File: config.mk
export PLATFORM = sky130hd
export DESIGN_NAME = ggcu_ctrl
export DESIGN_NICKNAME = d
export VERILOG_FILES = /design/src/rtl/ggcu_pkg.sv /design/src/rtl/ggcu_ctrl.sv
export SDC_FILE = /design/constraint.sdc
export NUM_CORES = 1
export LEC_CHECK = 0
export BUFFER_PORTS_ARGS = -buffer_cell sky130_fd_sc_hd__buf_2
export CORE_ASPECT_RATIO = 1.2
export CORE_MARGIN = 2
export CORE_UTILIZATION = 35
export DETAILED_ROUTE_END_ITERATION = 10
export PLACE_DENSITY = 0.62
export SLEW_MARGIN = 20
export SYNTH_ARGS = -nofsm -noshare
export SYNTH_HDL_FRONTEND = slang
export SYNTH_SLANG_ARGS = --single-unit
export TNS_END_PERCENT = 100
File: constraint.sdc
create_clock -name clock -period 2 [get_ports clock]
set_clock_uncertainty 0.05 [all_clocks]
set_input_delay 0.3 -clock clock [delete_from_list [all_inputs] [get_ports clock]]
set_output_delay 0.3 -clock clock [all_outputs]
set_load 0.05 [all_outputs]
File: src/rtl/ggcu_pkg.sv
`timescale 1ns / 1ps
// ----------------------------------------------------------------------------
// ggcu_pkg
// Shared types and constants for the grain growth cell update block.
// ----------------------------------------------------------------------------
package ggcu_pkg;

   localparam int GRID_HEIGHT = 64;
   localparam int GRID_WIDTH  = 64;
   localparam int ROW_W  = 6;
   localparam int COL_W  = 6;
   localparam int ADDR_W = $clog2(GRID_HEIGHT * GRID_WIDTH);
   localparam int ID_W   = 12;
   localparam int EN_W   = 8;
   localparam int CNT_W  = 4;
   localparam int BIAS_W = 6;
   localparam int NB_N   = 8;
   localparam int NB_W   = 3;

   localparam logic [1:0] CMD_LOAD   = 2'd0;
   localparam logic [1:0] CMD_UPDATE = 2'd1;
   localparam logic [1:0] CMD_READ   = 2'd2;
   localparam logic [1:0] CMD_SPARE  = 2'd3;   // unused code, behaves as read

   typedef enum logic [2:0] {
      ST_IDLE,
      ST_READ,     // read addressed cell
      ST_GATHER,   // fetch neighbours, one per cycle
      ST_TALLY,    // count each gathered id, one per cycle
      ST_WRITE,    // write back / respond
      ST_DONE
   } state_type;

   typedef struct packed {
      logic       capture;   // latch request
      logic       rd_cell;   // issue read of addressed cell
      logic       rd_nb;     // issue read of neighbour nb_idx
      logic       grab_nb;   // store returned neighbour
      logic       tally;     // count candidate tally_idx
      logic       commit;    // write back and build result
      logic [NB_W-1:0] nb_idx;
      logic [NB_W-1:0] grab_idx;
      logic [NB_W-1:0] tally_idx;
   } ctrl_type;

   typedef struct packed {
      logic [1:0] cmd;
      logic       out_of_grid;
   } status_type;

endpackage

File: src/rtl/ggcu_ctrl.sv
`timescale 1ns / 1ps
// ----------------------------------------------------------------------------
// ggcu_ctrl
// Command sequencer: read, then gather and tally on update, then commit.
// ----------------------------------------------------------------------------
module ggcu_ctrl (
   input  logic                  clock,
   input  logic                  reset,
   input  logic                  start,
   input  ggcu_pkg::status_type  status,
   output logic                  busy,
   output ggcu_pkg::ctrl_type    ctrl
);

   ggcu_pkg::state_type state_ff, state_in;
   logic [ggcu_pkg::NB_W:0] cnt_ff, cnt_in;

   always_ff @(posedge clock) begin
      if (reset) begin
         state_ff <= ggcu_pkg::ST_IDLE;
         cnt_ff   <= '0;
      end else begin
         state_ff <= state_in;
         cnt_ff   <= cnt_in;
      end
   end

   always_comb begin
      state_in = state_ff;
      cnt_in   = cnt_ff;
      ctrl     = '0;
      busy     = 1'b1;
      ctrl.nb_idx    = cnt_ff[ggcu_pkg::NB_W-1:0];
      ctrl.grab_idx  = cnt_ff[ggcu_pkg::NB_W-1:0] - 3'd1;
      ctrl.tally_idx = cnt_ff[ggcu_pkg::NB_W-1:0];
      case (state_ff)
         ggcu_pkg::ST_IDLE: begin
            busy = 1'b0;
            if (start) begin
               ctrl.capture = 1'b1;
               state_in = ggcu_pkg::ST_READ;
            end
         end
         ggcu_pkg::ST_READ: begin
            ctrl.rd_cell = 1'b1;
            cnt_in = '0;
            if (status.out_of_grid || status.cmd != ggcu_pkg::CMD_UPDATE)
               state_in = ggcu_pkg::ST_WRITE;
            else
               state_in = ggcu_pkg::ST_GATHER;
         end
         ggcu_pkg::ST_GATHER: begin
            // read issued at cnt, data lands next cycle
            ctrl.rd_nb   = (cnt_ff < 4'd8);
            ctrl.grab_nb = (cnt_ff != 4'd0);
            if (cnt_ff == 4'd8) begin
               cnt_in   = '0;
               state_in = ggcu_pkg::ST_TALLY;
            end else begin
               cnt_in = cnt_ff + 4'd1;
            end
         end
         ggcu_pkg::ST_TALLY: begin
            ctrl.tally = 1'b1;
            cnt_in = cnt_ff + 4'd1;
            if (cnt_ff == 4'd7)
               state_in = ggcu_pkg::ST_WRITE;
         end
         ggcu_pkg::ST_WRITE: begin
            ctrl.commit = 1'b1;
            state_in = ggcu_pkg::ST_DONE;
         end
         ggcu_pkg::ST_DONE: begin
            state_in = ggcu_pkg::ST_IDLE;
         end
         default: state_in = ggcu_pkg::ST_IDLE;
      endcase
   end

endmodule

==> run_results.csv <==
group,metric,value,unit
die,dieHeight,47.55,µm
place,dpl.hpwl,816.7,µm
setup_path,crit_fanout,5,
detailed_routing,viasPerCell,4.936,
pwr,ir_drop,0.2957,mV
logic_synthesis,synthesis.instances,60,
grt,grt_max_degree,11,
detailed_routing,wl_per_cell,10.62,µm
pwr,total_power,0.0004921,W
hold_path,min_from,"reset",
die,start_util,0.3778,
grt,grt_remaining_overflow,0,
die,num_rows,15,
logic_synthesis,syn-mean-instance-area,9.217,µm²
clock_tree,cts_buffers,3,
setup_path,critPathRequiredTime,1650,ps
setup_path,reg2reg_from,"cnt_ff[0]$_SDFFE_PP0P_",
sta,setup_slack,117.4,ps
clock_tree,clkLatencyLatePin,260,ps
setup_path,critical_path.top_delay_family,"flip-flops",
clock_tree,clockBufferDepth,2,
flow_run,drv_cap,0,
sta,setup_viol,0,
clock_tree,clock_sink_count,7,
grt,antenna_found_initial,0,
pwr,power.leakage,0.2875,nW
sta,drv_slew,0,
logic_synthesis,ys_types,33,
setup_path,crit_path_start_kind,"flop",
hold_path,holdPathEnd,"state_ff[1]$_SDFFE_PP0P_",
layout,area_growth,19.46,%
sta,whs,207.0,ps
sta,fin_crit,1883,ps
clock_tree,clk_pin_slew,60,ps
sta,clock.fmax,0.5312,GHz
die,fp.coreArea,1464,µm²
setup_path,crit_path_cell_trace,"inv_1 -> ha_1 -> nor2b_1 -> a21boi_2 -> clkbuf_4",
layout,antenna_cells,0,
hold_path,hp-class,"in2reg",
grt,grt_pass1_vias,404,
sta,tightest_slew,382.4,ps
run_status,status,"complete, no violations",
sta,slew_headroom,0.7427,
setup_path,cpPeakStageDelay,380,ps
detailed_routing,wirelength,998,µm
layout,n_fill_cell,157,
setup_path,cp.arrival,1530,ps
die,die_w,40.29,µm
clock_tree,cts_tree,"built",
setup_path,r2r_cells,5,
place,place_congestion,0.6683,
setup_path,crit_path_end_kind,"primary output",
detailed_routing,drt.antenna.violating_nets,0,
layout,final_util,0.4513,
logic_synthesis,synth.yosys.warnings,0,
clock_tree,cts_root_buffer,"clkbuf_4",
logic_synthesis,ys_seq_elements,7,
detailed_routing,drt_first_iter_violations,2,
sta,fin_crit_sh,0.9413,
logic_synthesis,seq_area_frac_synth,0.2534,
setup_path,rr_endpoint,"cnt_ff[2]$_SDFFE_PP0P_",
layout,multi_input_comb_area,334.1,µm²
detailed_routing,route.vias.total,464,
logic_synthesis,synth_nets,68,
layout,seq_area,141.4,µm²
grt,track_usage,0.1238,
grt,grt_first_pass_wirelength,1566,µm
die,io_pins,22,
setup_path,path_class,"reg2out",
sta,rsz0062_at_grt,"no",
setup_path,cp_num_buf_inv,2,
sta,hold_viol,0,
place,io_buffers,21,
setup_path,r2r_slack,410,ps
detailed_routing,drc,0,
logic_synthesis,netlist_area,553.0,µm²
sta,timing.setup.tns,0,ps
pwr,power_density,744.9,nW/µm²
place,pre_cts_slack,351.1,ps
clock_tree,cts-htree-levels,1,
die,die_area,1915,µm²
hold_path,holdPathStages,2,
layout,finish.net_count,86,
setup_path,cp_slowest_cell,"dfxtp_1",
detailed_routing,dr.pass1.iters,2,
layout,drive_gt1_frac,0.4935,
## per-stage QoR
stage	std cells	cell area [µm²]
3_5_place_dp	90	630.6
2_1_floorplan	60	571.8
6_report	94	660.6
5_1_grt	94	660.6
3_3_place_gp	90	630.6
4_1_cts	94	656.9
## final cells by class
cell class / instances / share of cell area
Tap cell: 17 / 0.03220
Inverter: 6 / 0.03409
Timing Repair Buffer: 22 / 0.1742
Multi-Input combinational cell: 38 / 0.5057
Sequential cell: 7 / 0.2140
Clock buffer: 4 / 0.03977
## registers in the layout, indices dropped and copies added (netlist names)
register	flops
state_ff	3
cnt_ff	4
## kinds of logic after synthesis
family,count (synthesis),share of synthesized area
buf+inv,15,0.1765
flops,7,0.2534
xor+xnor,2,0.03168
mux,1,0.01810
simple gates,21,0.2896
fa+ha+maj,2,0.04524
compound gates,12,0.1855
## worst max-delay path by stage
stage	startpoint	slack, ps	depth (start not counted)	endpoint
2_1_floorplan	cnt_ff[0]$_SDFFE_PP0P_	60	4	ctrl[11]
3_3_place_gp	cnt_ff[0]$_SDFFE_PP0P_	360	5	ctrl[11]
3_5_place_dp	cnt_ff[0]$_SDFFE_PP0P_	350	5	ctrl[11]
4_1_cts	cnt_ff[0]$_SDFFE_PP0P_	60	5	ctrl[11]
5_1_grt	cnt_ff[0]$_SDFFE_PP0P_	10	5	ctrl[11]
6_report	cnt_ff[0]$_SDFFE_PP0P_	120	5	ctrl[11]
## power by group
part / leakage (nW) / internal [W] / switching (W)
Combinational: 0.215 / 0.0000574 / 0.000143
Clock: 0.0150 / 0.0000763 / 0.0000543
Sequential: 0.0574 / 0.000148 / 0.0000138
Total: 0.288 / 0.000281 / 0.000211
## Yosys cell counts, drive strengths merged
cell type,count,share of area
dfxtp,7,0.25
or3,3,0.036
nor2b,1,0.011
xnor2,1,0.016
nand4b,1,0.016
xor2,1,0.016
o211a,1,0.018
mux2i,1,0.018
nor4,2,0.023
inv,6,0.041
nand2,1,0.0068
a21boi,1,0.014
and3b,1,0.018
a22oi,1,0.014
o21ai,2,0.018
a311o,1,0.018
nor2,3,0.020
and2,1,0.011
nand3b,2,0.027
buf,9,0.14
a211oi,1,0.014
nor4b,1,0.027
o2bb2ai,1,0.016
ha,2,0.045
nor3b,4,0.084
o21bai,1,0.034
nand3,1,0.0090
a21oi,3,0.041
## per-layer routing
layer / global-route usage / wire length [µm]
met2: 0.2194 / 504
met1: 0.1197 / 414
met4: 0.08000 / 0
met5: 0 / 0
met3: 0.04186 / 79
## timing repair
item,CTS,global route
setup endpoints to repair,0,2
resized for setup,0,2
hold buffers,0,0
setup buffers,0,0
endpoints found under the hold margin,0,0
## placed cells by master (no fill, tap or decap), types with 2 or more instances in the layout
master / Yosys / final
nor4_1: 2 / 2
dfxtp_1: 7 / 6
o21ai_0: 2 / 2
or3_1: 2 / 2
nor3b_2: 1 / 2
a21oi_2: 2 / 2
ha_1: 2 / 2
clkbuf_4: 0 / 4
buf_2: 0 / 20
nor2_1: 3 / 2
nand3b_1: 2 / 2
inv_1: 6 / 6
(Power assumes the default switching activity.)
